[config.mk]
export PLATFORM = sky130hd
export DESIGN_NAME = mod_q_dot_product_with_digest
export DESIGN_NICKNAME = d
export VERILOG_FILES = /design/src/mqd_pkg.sv /design/src/mqd_front.sv /design/src/mqd_queue.sv /design/src/mqd_back.sv /design/src/mod_q_dot_product_with_digest.sv
export SDC_FILE = /design/constraint.sdc
export NUM_CORES = 2
export LEC_CHECK = 0
export ABC_AREA = 1
export BUFFER_PORTS_ARGS = -buffer_cell sky130_fd_sc_hd__buf_2
export CAP_MARGIN = 20
export CORE_UTILIZATION = 45
export DETAILED_ROUTE_END_ITERATION = 12
export SLEW_MARGIN = 0
export SYNTH_ARGS = -nofsm -noshare
export SYNTH_HDL_FRONTEND = slang
export SYNTH_SLANG_ARGS = --single-unit
[constraint.sdc]
create_clock -name clock -period 5.7 [get_ports clock]
set_input_delay 0.285 -clock clock [delete_from_list [all_inputs] [get_ports clock]]
set_output_delay 0.285 -clock clock [all_outputs]
set_load 0.005 [all_outputs]
[src/mqd_pkg.sv]
// ----------------------------------------------------------------------------
// mqd_pkg
// Shared types and constants for the mod-q dot product with digest block.
// ----------------------------------------------------------------------------
`default_nettype none

package mqd_pkg;

   localparam int unsigned ACC_W       = 32;
   localparam int unsigned MATRIX_W    = 32;
   localparam int unsigned VECTOR_W    = 3;
   localparam int unsigned COEFF_W     = 23;
   localparam int unsigned DIGEST_W    = 32;
   localparam int unsigned REQ_DATA_W  = 40;
   localparam int unsigned RSP_DATA_W  = 56;
   localparam int unsigned QUEUE_DEPTH = 4;

   localparam logic [ACC_W-1:0]    MOD_Q        = 32'd8380417;
   localparam logic [ACC_W-1:0]    ROUND_HALF   = 32'h0040_0000;
   localparam int unsigned         ROUND_SHIFT  = 23;
   localparam int unsigned         DIGEST_SHIFT = 16;
   localparam logic [DIGEST_W-1:0] FNV_BASIS    = 32'h811c_9dc5;
   localparam logic [DIGEST_W-1:0] FNV_PRIME    = 32'h0100_0193;

   typedef struct packed {
      logic             start;
      logic [ACC_W-1:0] acc;
   } queue_entry_type;

   typedef struct packed {
      logic full;
      logic empty;
   } queue_status_type;

   typedef enum logic [2:0] {
      ST_IDLE,
      ST_MULQ,
      ST_SUB,
      ST_MUL1,
      ST_MUL2,
      ST_EMIT
   } back_state_type;

endpackage

`default_nettype wire

[src/mqd_front.sv]
// ----------------------------------------------------------------------------
// mqd_front
// Accepts requests, accumulates products and queues finished sums.
// ----------------------------------------------------------------------------
`default_nettype none

module mqd_front (
   input  wire logic                             clock,
   input  wire logic                             reset,
   input  wire logic                             req_tvalid,
   output logic                                  req_tready,
   input  wire logic [mqd_pkg::REQ_DATA_W-1:0]   req_tdata,
   input  wire logic                             req_tlast,
   input  wire logic                             req_tuser,
   input  wire mqd_pkg::queue_status_type        queue_status,
   output logic                                  push,
   output mqd_pkg::queue_entry_type              push_entry
);

   logic [mqd_pkg::ACC_W-1:0]    acc_ff;
   logic [mqd_pkg::ACC_W-1:0]    acc_in;
   logic                         start_pend_ff;
   logic                         start_pend_in;
   logic                         accept;
   logic [mqd_pkg::MATRIX_W-1:0] matrix_coeff;
   logic [mqd_pkg::VECTOR_W-1:0] vector_coeff;
   logic [mqd_pkg::ACC_W-1:0]    vector_ext;
   logic [mqd_pkg::ACC_W-1:0]    product;
   logic [mqd_pkg::ACC_W-1:0]    sum;

   assign req_tready   = !queue_status.full;
   assign accept       = req_tvalid && req_tready;
   assign matrix_coeff = req_tdata[mqd_pkg::MATRIX_W-1:0];
   assign vector_coeff = req_tdata[mqd_pkg::MATRIX_W +: mqd_pkg::VECTOR_W];
   assign vector_ext   = {{(mqd_pkg::ACC_W-mqd_pkg::VECTOR_W){vector_coeff[mqd_pkg::VECTOR_W-1]}},
                          vector_coeff};
   assign product      = matrix_coeff * vector_ext;
   assign sum          = acc_ff + product;

   always_comb begin
      acc_in           = acc_ff;
      start_pend_in    = start_pend_ff;
      push             = 1'b0;
      push_entry.acc   = sum;
      push_entry.start = start_pend_ff || req_tuser;
      if (accept) begin
         if (req_tlast) begin
            push          = 1'b1;
            acc_in        = '0;
            start_pend_in = 1'b0;
         end else begin
            acc_in        = sum;
            start_pend_in = start_pend_ff || req_tuser;
         end
      end
   end

   always_ff @(posedge clock) begin
      if (reset) begin
         acc_ff        <= '0;
         start_pend_ff <= 1'b0;
      end else begin
         acc_ff        <= acc_in;
         start_pend_ff <= start_pend_in;
      end
   end

   // closing a sum always leaves a cleared accumulator
   assert property (@(posedge clock) disable iff (reset)
      (accept && req_tlast) |=> (acc_ff == '0))
      else $error("accumulator not cleared after last term");

endmodule

`default_nettype wire

[src/mqd_queue.sv]
// ----------------------------------------------------------------------------
// mqd_queue
// Short queue of finished sums between the front and back parts.
// ----------------------------------------------------------------------------
`default_nettype none

module mqd_queue #(
   parameter int unsigned DEPTH = mqd_pkg::QUEUE_DEPTH
) (
   input  wire logic                      clock,
   input  wire logic                      reset,
   input  wire logic                      push,
   input  wire mqd_pkg::queue_entry_type  push_entry,
   input  wire logic                      pop,
   output mqd_pkg::queue_entry_type       head_entry,
   output mqd_pkg::queue_status_type      status
);

   localparam int unsigned PTR_W = (DEPTH > 1) ? $clog2(DEPTH) : 1;
   localparam int unsigned CNT_W = $clog2(DEPTH + 1);
   localparam logic [PTR_W-1:0] LAST_PTR = PTR_W'(DEPTH - 1);
   localparam logic [CNT_W-1:0] FULL_CNT = CNT_W'(DEPTH);

   mqd_pkg::queue_entry_type entries_ff [DEPTH];
   logic [PTR_W-1:0]         wr_ptr_ff;
   logic [PTR_W-1:0]         wr_ptr_in;
   logic [PTR_W-1:0]         rd_ptr_ff;
   logic [PTR_W-1:0]         rd_ptr_in;
   logic [CNT_W-1:0]         count_ff;
   logic [CNT_W-1:0]         count_in;

   assign status.full  = (count_ff == FULL_CNT);
   assign status.empty = (count_ff == '0);
   assign head_entry   = entries_ff[rd_ptr_ff];

   always_comb begin
      wr_ptr_in = wr_ptr_ff;
      rd_ptr_in = rd_ptr_ff;
      count_in  = count_ff;
      if (push) begin
         wr_ptr_in = (wr_ptr_ff == LAST_PTR) ? '0 : wr_ptr_ff + 1'b1;
      end
      if (pop) begin
         rd_ptr_in = (rd_ptr_ff == LAST_PTR) ? '0 : rd_ptr_ff + 1'b1;
      end
      if (push && !pop) begin
         count_in = count_ff + 1'b1;
      end else if (pop && !push) begin
         count_in = count_ff - 1'b1;
      end
   end

   always_ff @(posedge clock) begin
      if (reset) begin
         wr_ptr_ff <= '0;
         rd_ptr_ff <= '0;
         count_ff  <= '0;
      end else begin
         wr_ptr_ff <= wr_ptr_in;
         rd_ptr_ff <= rd_ptr_in;
         count_ff  <= count_in;
      end
   end

   always_ff @(posedge clock) begin
      if (push) begin
         entries_ff[wr_ptr_ff] <= push_entry;
      end
   end

   assert property (@(posedge clock) disable iff (reset)
      push |-> !status.full)
      else $error("push into full queue");

   assert property (@(posedge clock) disable iff (reset)
      pop |-> !status.empty)
      else $error("pop from empty queue");

endmodule

`default_nettype wire

[src/mqd_back.sv]
// ----------------------------------------------------------------------------
// mqd_back
// Reduces each finished sum mod q, folds it into the digest and emits it.
// ----------------------------------------------------------------------------
`default_nettype none

module mqd_back (
   input  wire logic                            clock,
   input  wire logic                            reset,
   input  wire mqd_pkg::queue_entry_type        head_entry,
   input  wire mqd_pkg::queue_status_type       queue_status,
   output logic                                 pop,
   output logic                                 rsp_tvalid,
   input  wire logic                            rsp_tready,
   output logic [mqd_pkg::RSP_DATA_W-1:0]       rsp_tdata
);

   localparam int unsigned T_W = mqd_pkg::ACC_W - mqd_pkg::ROUND_SHIFT;

   mqd_pkg::back_state_type      state_ff;
   mqd_pkg::back_state_type      state_in;
   logic [mqd_pkg::ACC_W-1:0]    acc_ff;
   logic [mqd_pkg::ACC_W-1:0]    acc_in;
   logic                         start_ff;
   logic                         start_in;
   logic [mqd_pkg::ACC_W-1:0]    tq_ff;
   logic [mqd_pkg::ACC_W-1:0]    tq_in;
   logic [mqd_pkg::COEFF_W-1:0]  x_ff;
   logic [mqd_pkg::COEFF_W-1:0]  x_in;
   logic [mqd_pkg::DIGEST_W-1:0] h_ff;
   logic [mqd_pkg::DIGEST_W-1:0] h_in;
   logic [mqd_pkg::DIGEST_W-1:0] digest_ff;
   logic [mqd_pkg::DIGEST_W-1:0] digest_in;
   logic                         out_valid_ff;
   logic                         out_valid_in;
   logic [mqd_pkg::COEFF_W-1:0]  out_coeff_ff;
   logic [mqd_pkg::COEFF_W-1:0]  out_coeff_in;
   logic [mqd_pkg::DIGEST_W-1:0] out_digest_ff;
   logic [mqd_pkg::DIGEST_W-1:0] out_digest_in;

   logic [mqd_pkg::ACC_W-1:0]    rounded;
   logic [mqd_pkg::ACC_W-1:0]    t_ext;
   logic [mqd_pkg::ACC_W-1:0]    diff;
   logic [mqd_pkg::ACC_W-1:0]    diff_fix;
   logic [mqd_pkg::DIGEST_W-1:0] x_wide;
   logic [mqd_pkg::DIGEST_W-1:0] x_high;

   assign rounded  = acc_ff + mqd_pkg::ROUND_HALF;
   assign t_ext    = {{(mqd_pkg::ACC_W-T_W){rounded[mqd_pkg::ACC_W-1]}},
                      rounded[mqd_pkg::ACC_W-1 -: T_W]};
   assign diff     = acc_ff - tq_ff;
   assign diff_fix = diff + mqd_pkg::MOD_Q;
   assign x_wide   = {{(mqd_pkg::DIGEST_W-mqd_pkg::COEFF_W){1'b0}}, x_ff};
   assign x_high   = x_wide >> mqd_pkg::DIGEST_SHIFT;

   assign rsp_tvalid = out_valid_ff;
   assign rsp_tdata  = {1'b0, out_digest_ff, out_coeff_ff};

   always_comb begin
      state_in      = state_ff;
      acc_in        = acc_ff;
      start_in      = start_ff;
      tq_in         = tq_ff;
      x_in          = x_ff;
      h_in          = h_ff;
      digest_in     = digest_ff;
      out_valid_in  = out_valid_ff && !rsp_tready;
      out_coeff_in  = out_coeff_ff;
      out_digest_in = out_digest_ff;
      pop           = 1'b0;
      case (state_ff)
         mqd_pkg::ST_IDLE: begin
            if (!queue_status.empty) begin
               pop      = 1'b1;
               acc_in   = head_entry.acc;
               start_in = head_entry.start;
               state_in = mqd_pkg::ST_MULQ;
            end
         end
         mqd_pkg::ST_MULQ: begin
            tq_in    = t_ext * mqd_pkg::MOD_Q;
            state_in = mqd_pkg::ST_SUB;
         end
         mqd_pkg::ST_SUB: begin
            x_in     = diff[mqd_pkg::ACC_W-1] ? diff_fix[mqd_pkg::COEFF_W-1:0]
                                              : diff[mqd_pkg::COEFF_W-1:0];
            h_in     = start_ff ? mqd_pkg::FNV_BASIS : digest_ff;
            state_in = mqd_pkg::ST_MUL1;
         end
         mqd_pkg::ST_MUL1: begin
            h_in     = (h_ff ^ x_wide) * mqd_pkg::FNV_PRIME;
            state_in = mqd_pkg::ST_MUL2;
         end
         mqd_pkg::ST_MUL2: begin
            h_in     = (h_ff ^ x_high) * mqd_pkg::FNV_PRIME;
            state_in = mqd_pkg::ST_EMIT;
         end
         mqd_pkg::ST_EMIT: begin
            if (!out_valid_ff || rsp_tready) begin
               out_valid_in  = 1'b1;
               out_coeff_in  = x_ff;
               out_digest_in = h_ff;
               digest_in     = h_ff;
               state_in      = mqd_pkg::ST_IDLE;
            end
         end
         default: begin
            state_in = mqd_pkg::ST_IDLE;
         end
      endcase
   end

   always_ff @(posedge clock) begin
      if (reset) begin
         state_ff     <= mqd_pkg::ST_IDLE;
         digest_ff    <= mqd_pkg::FNV_BASIS;
         out_valid_ff <= 1'b0;
      end else begin
         state_ff     <= state_in;
         digest_ff    <= digest_in;
         out_valid_ff <= out_valid_in;
      end
   end

   always_ff @(posedge clock) begin
      acc_ff        <= acc_in;
      start_ff      <= start_in;
      tq_ff         <= tq_in;
      x_ff          <= x_in;
      h_ff          <= h_in;
      out_coeff_ff  <= out_coeff_in;
      out_digest_ff <= out_digest_in;
   end

   // reduced coefficient is frozen into 0..q-1 before the digest fold
   assert property (@(posedge clock) disable iff (reset)
      (state_ff == mqd_pkg::ST_MUL1) |-> ({9'b0, x_ff} < mqd_pkg::MOD_Q))
      else $error("reduced coefficient out of range");

   // a new response only appears right after the emit step
   assert property (@(posedge clock) disable iff (reset)
      (out_valid_ff && !$past(out_valid_ff && !rsp_tready) && !$past(reset))
         |-> ($past(state_ff) == mqd_pkg::ST_EMIT))
      else $error("response without emit step");

   // the queue is only drained from idle
   assert property (@(posedge clock) disable iff (reset)
      pop |-> (state_ff == mqd_pkg::ST_IDLE) && !queue_status.empty)
      else $error("pop outside idle");

endmodule

`default_nettype wire

[src/mod_q_dot_product_with_digest.sv]
// ----------------------------------------------------------------------------
// mod_q_dot_product_with_digest
// Multiply-accumulate of matrix and small vector coefficients, reduced mod q
// and folded into a running digest per output coefficient.
//
// req channel: one term per request, tdata = matrix coeff and vector coeff,
// tlast closes a sum, tuser restarts the digest for a new output vector.
// rsp channel: one response per closed sum, reduced coeff and digest.
// Terms that do not close a sum are taken one per cycle while the queue is
// not full. A closed sum is queued and worked off by the back part in the
// steps pop, t*q multiply, subtract and freeze, two digest multiplies and
// emit; the back part takes a new sum from the queue only after it has
// emitted the last one. The queue holds QUEUE_DEPTH sums; req_tready drops
// while it is full. The response register holds while rsp_tready is low,
// and the back part finishes the next sum behind it meanwhile.
// Reset clears the accumulator, empties the queue and loads the digest
// with its offset basis.
// ----------------------------------------------------------------------------
`default_nettype none

module mod_q_dot_product_with_digest #(
   parameter int unsigned QUEUE_DEPTH = mqd_pkg::QUEUE_DEPTH
) (
   input  wire logic                            clock,
   input  wire logic                            reset,
   input  wire logic                            req_tvalid,
   output logic                                 req_tready,
   // matrix_coeff[31:0], vector_coeff[34:32], zero fill
   input  wire logic [mqd_pkg::REQ_DATA_W-1:0]  req_tdata,
   input  wire logic                            req_tlast,
   // start_vector
   input  wire logic                            req_tuser,
   output logic                                 rsp_tvalid,
   input  wire logic                            rsp_tready,
   // reduced_coeff[22:0], running_digest[54:23], zero fill
   output logic [mqd_pkg::RSP_DATA_W-1:0]       rsp_tdata
);

   logic                       push;
   logic                       pop;
   mqd_pkg::queue_entry_type   push_entry;
   mqd_pkg::queue_entry_type   head_entry;
   mqd_pkg::queue_status_type  queue_status;

   mqd_front u_front (
      .clock        (clock),
      .reset        (reset),
      .req_tvalid   (req_tvalid),
      .req_tready   (req_tready),
      .req_tdata    (req_tdata),
      .req_tlast    (req_tlast),
      .req_tuser    (req_tuser),
      .queue_status (queue_status),
      .push         (push),
      .push_entry   (push_entry)
   );

   mqd_queue #(
      .DEPTH (QUEUE_DEPTH)
   ) u_queue (
      .clock      (clock),
      .reset      (reset),
      .push       (push),
      .push_entry (push_entry),
      .pop        (pop),
      .head_entry (head_entry),
      .status     (queue_status)
   );

   mqd_back u_back (
      .clock        (clock),
      .reset        (reset),
      .head_entry   (head_entry),
      .queue_status (queue_status),
      .pop          (pop),
      .rsp_tvalid   (rsp_tvalid),
      .rsp_tready   (rsp_tready),
      .rsp_tdata    (rsp_tdata)
   );

endmodule

`default_nettype wire
==> impl_metrics.tcl <==
set metrics [dict create \
    wl_mm 84.3 \
    worst-r2r-cell-count 19 \
    holdCritPathClass "in -> reg" \
    startpoint_type "register" \
    ant_nets 0 \
    clock_sink_count 379 \
    stdcell_area_um2 37800 \
    postLayoutCoreUtil 0.508 \
    maxCapViolCount 0 \
    place_hpwl_mm 67.3 \
    period_needed_ns 5.48 \
    grt_overflow 0 \
    critical_path.reg2reg.startpoint "u_back.h_ff[5]" \
    vias 25133 \
    drt-wirelength-per-cell_um 17.1 \
    final-max-slew-violation-count 0 \
    synth_ff_type "sky130_fd_sc_hd__edfxtp_1" \
    reg2reg_setup_slack_ns 0.22 \
    clk_latency_ns 0.59 \
    core_area_um2 74400 \
    worst_hold_slack_ns 0.0362 \
    synth.avg_cell_area_um2 9.08 \
    cts-root-to-sink-buffers 3 \
    skew_ns 0.0292 \
    dieWidth_um 276 \
    clkTransAtPathRegs_ns 0.06 \
    worstPathMaxFanout 6 \
    grt_setup_unrepaired "yes" \
    grt_max_degree 70 \
    synth_sequential_area_ratio 0.314 \
    globalplace.congestion 0.966 \
    die_area_um2 76300 \
    finalNetCount 4714 \
    layout.cells.most_common_list "sky130_fd_sc_hd__inv_1, sky130_fd_sc_hd__nand2_1, sky130_fd_sc_hd__ha_1" \
    io_buffers 97 \
    timing.final.setup_violations 0 \
    area_growth_pct 11.8 \
    hold_path_startpoint "req_tlast" \
    outcome "complete, no violations" \
    number_of_enable_flip_flop_cells_after_synthesis 303 \
    post_synth_num_cell_types 56 \
    placementRows 100 \
    leading_cell_type_in_the_layout_fill_and_taps_excluded "sky130_fd_sc_hd__inv_1" \
    fmaxAchievable_ghz 0.183 \
    number_of_antenna_violations_at_the_first_check_in_global_routing 1 \
    regToRegEndpoint "u_back.h_ff[19]" \
    drive_gt1_frac 0.102 \
    grtUsageTotal 0.223 \
    critPathRequiredTime_ns 6.02 \
    synth_warnings 0 \
    grt_first_pass_wirelength_mm 133 \
    fillers 7061 \
    finalHoldViolCount 0 \
    die_h_um 276 \
    cts_tree "built" \
    drt-pass1-iter-count 5 \
    floorplan.initialDensity 0.455 \
    worstSetupEndpointType "register" \
    numCtsBuffers 45 \
    placed_area_um2 36100 \
    maxSlewHeadroom 0.356 \
    io_pins 104 \
    drc 0 \
    hold-path-cell-count 4 \
    root_buffer "sky130_fd_sc_hd__clkbuf_16" \
    ys_seq_elements 379 \
    final_critical_path_setup_slack_ns 0.225 \
    htreeDepth 2 \
    critical_path_class "reg -> reg" \
    finalCritPeriodShare 0.961 \
    multi_input_comb_area_um2 20500 \
    drt_first_iter_violations 1539 \
    pre_cts_ws_ns 0.108 \
    whs_endpoint "u_front.start_pend_ff" \
    n_antenna_cell 0 \
    number_of_global_route_vias_before_repair 24821 \
    synth_async_sr_flop_share 0 \
    critical_path_startpoint "u_back.h_ff[5]" \
    cp_data_arrival_time_ns 5.79 \
    synth_area_um2 33800 \
    worst_pin_slew_ns 0.965 \
    postSynthNetCount 4522 \
    area_taken_by_flip_flops_and_latches_um2 10600 \
    via_per_inst 5.11 \
    syn_inst 3726 \
]
[cell usage after synthesis (7+ instances only)]
cell / count / area, µm²
sky130_fd_sc_hd__and2_1: 10 / 62.6
sky130_fd_sc_hd__nand2_1: 574 / 2150
sky130_fd_sc_hd__edfxtp_1: 303 / 9100
sky130_fd_sc_hd__a21o_1: 11 / 82.6
sky130_fd_sc_hd__nand4_1: 32 / 200
sky130_fd_sc_hd__o22ai_1: 33 / 206
sky130_fd_sc_hd__nand3b_1: 10 / 75.1
sky130_fd_sc_hd__inv_1: 695 / 2610
sky130_fd_sc_hd__o21ai_0: 190 / 951
sky130_fd_sc_hd__or2_2: 45 / 282
sky130_fd_sc_hd__a31oi_1: 9 / 56.3
sky130_fd_sc_hd__nand2_2: 14 / 87.6
sky130_fd_sc_hd__a21oi_1: 192 / 961
sky130_fd_sc_hd__nand3_1: 155 / 776
sky130_fd_sc_hd__o21bai_1: 16 / 120
sky130_fd_sc_hd__inv_2: 7 / 26.3
sky130_fd_sc_hd__o211ai_1: 9 / 67.6
sky130_fd_sc_hd__clkbuf_1: 59 / 221
sky130_fd_sc_hd__nor2_1: 292 / 1100
sky130_fd_sc_hd__xor2_1: 110 / 963
sky130_fd_sc_hd__fa_1: 240 / 4800
sky130_fd_sc_hd__dfxtp_1: 76 / 1520
sky130_fd_sc_hd__ha_1: 510 / 6380
sky130_fd_sc_hd__a21boi_0: 9 / 67.6
sky130_fd_sc_hd__nor3_1: 25 / 125
sky130_fd_sc_hd__xnor2_1: 34 / 298
[through the flow]
| stage | setup TNS [ns] | instances |
|---|---|---|
| 5_1_grt | -0.00797 | 4921 |
| 6_report | 0 | 4921 |
| 2_1_floorplan | 0 | 3726 |
| 3_5_place_dp | 0 | 4832 |
| 4_1_cts | 0 | 4914 |
| 3_3_place_gp | 0 | 4831 |
[cells by family after synthesis]
kind of cell / share of synthesized area
AO/OA/AOI/OAI: 0.0812
XOR/XNOR: 0.0378
other: 0.000111
flip-flops: 0.314
buffers and inverters: 0.0855
AND/OR/NAND/NOR: 0.151
adder cells (fa/ha/maj): 0.331
[what timing repair did]
item,4_1_cts,5_1_grt
endpoints found under the hold margin,1,0
resized for setup,0,32
setup buffers,0,3
setup endpoints to repair,0,14
hold buffers,1,0
[per-layer routing]
layer | vias up | wire, µm | track usage | part of all wire
met4 | 2 | 2970 | 0.0775 | 0.035
met1 | 11918 | 35800 | 0.279 | 0.42
met2 | 486 | 42000 | 0.395 | 0.50
met5 | - | 7 | 0 | 0.000083
met3 | 142 | 3560 | 0.0283 | 0.042
li1 | 12585 | - | - | -
[worst max path at each step]
stage | cells after the start | end
floorplan | 26 | u_back.tq_ff[30]
global placement | 20 | u_back.h_ff[19]
detailed placement | 20 | u_back.h_ff[19]
CTS | 20 | u_back.h_ff[19]
global route | 23 | u_back.h_ff[29]
finish | 19 | u_back.h_ff[19]
[critical path: stages (launching register included)]
cell	delay, ns
sky130_fd_sc_hd__edfxtp_1	0.60
sky130_fd_sc_hd__xor2_1	0.39
sky130_fd_sc_hd__ha_1	0.29
sky130_fd_sc_hd__ha_1	0.31
sky130_fd_sc_hd__fa_1	0.44
sky130_fd_sc_hd__ha_1	0.22
sky130_fd_sc_hd__fa_1	0.43
sky130_fd_sc_hd__ha_1	0.28
sky130_fd_sc_hd__inv_1	0.04
sky130_fd_sc_hd__fa_1	0.47
sky130_fd_sc_hd__inv_1	0.04
sky130_fd_sc_hd__ha_1	0.34
sky130_fd_sc_hd__nand2_1	0.13
sky130_fd_sc_hd__inv_1	0.04
sky130_fd_sc_hd__a21boi_0	0.23
sky130_fd_sc_hd__nand3_1	0.16
sky130_fd_sc_hd__a21o_1	0.21
sky130_fd_sc_hd__o21ai_0	0.31
sky130_fd_sc_hd__nand2_1	0.11
sky130_fd_sc_hd__o21bai_1	0.16
[cell type report]
| class | count | share of cell area |
|---|---|---|
| Sequential cell | 379 | 0.281 |
| Multi-Input combinational cell | 2579 | 0.542 |
| Timing Repair Buffer | 210 | 0.0374 |
| Inverter | 703 | 0.0698 |
| Tap cell | 969 | 0.0321 |
| Clock inverter | 23 | 0.00569 |
| Clock buffer | 58 | 0.0324 |
[flip-flops by register name (all words and copies together), names as in the netlist]
register,flops
u_back.start_ff,1
u_queue.entries_ff,132
u_queue.count_ff,3
u_back.acc_ff,32
u_back.h_ff,32
u_queue.rd_ptr_ff,2
u_queue.wr_ptr_ff,2
u_back.rsp_tvalid,1
u_front.acc_ff,32
u_back.tq_ff,28
u_back.state_ff,3
u_back.x_ff,23
u_back.out_digest_ff,32
u_back.out_coeff_ff,23
u_back.digest_ff,32
u_front.start_pend_ff,1
Power is left out: the tool's default activity adds up to more than one toggle a clock period on the data nets, which glitch-free logic cannot reach.
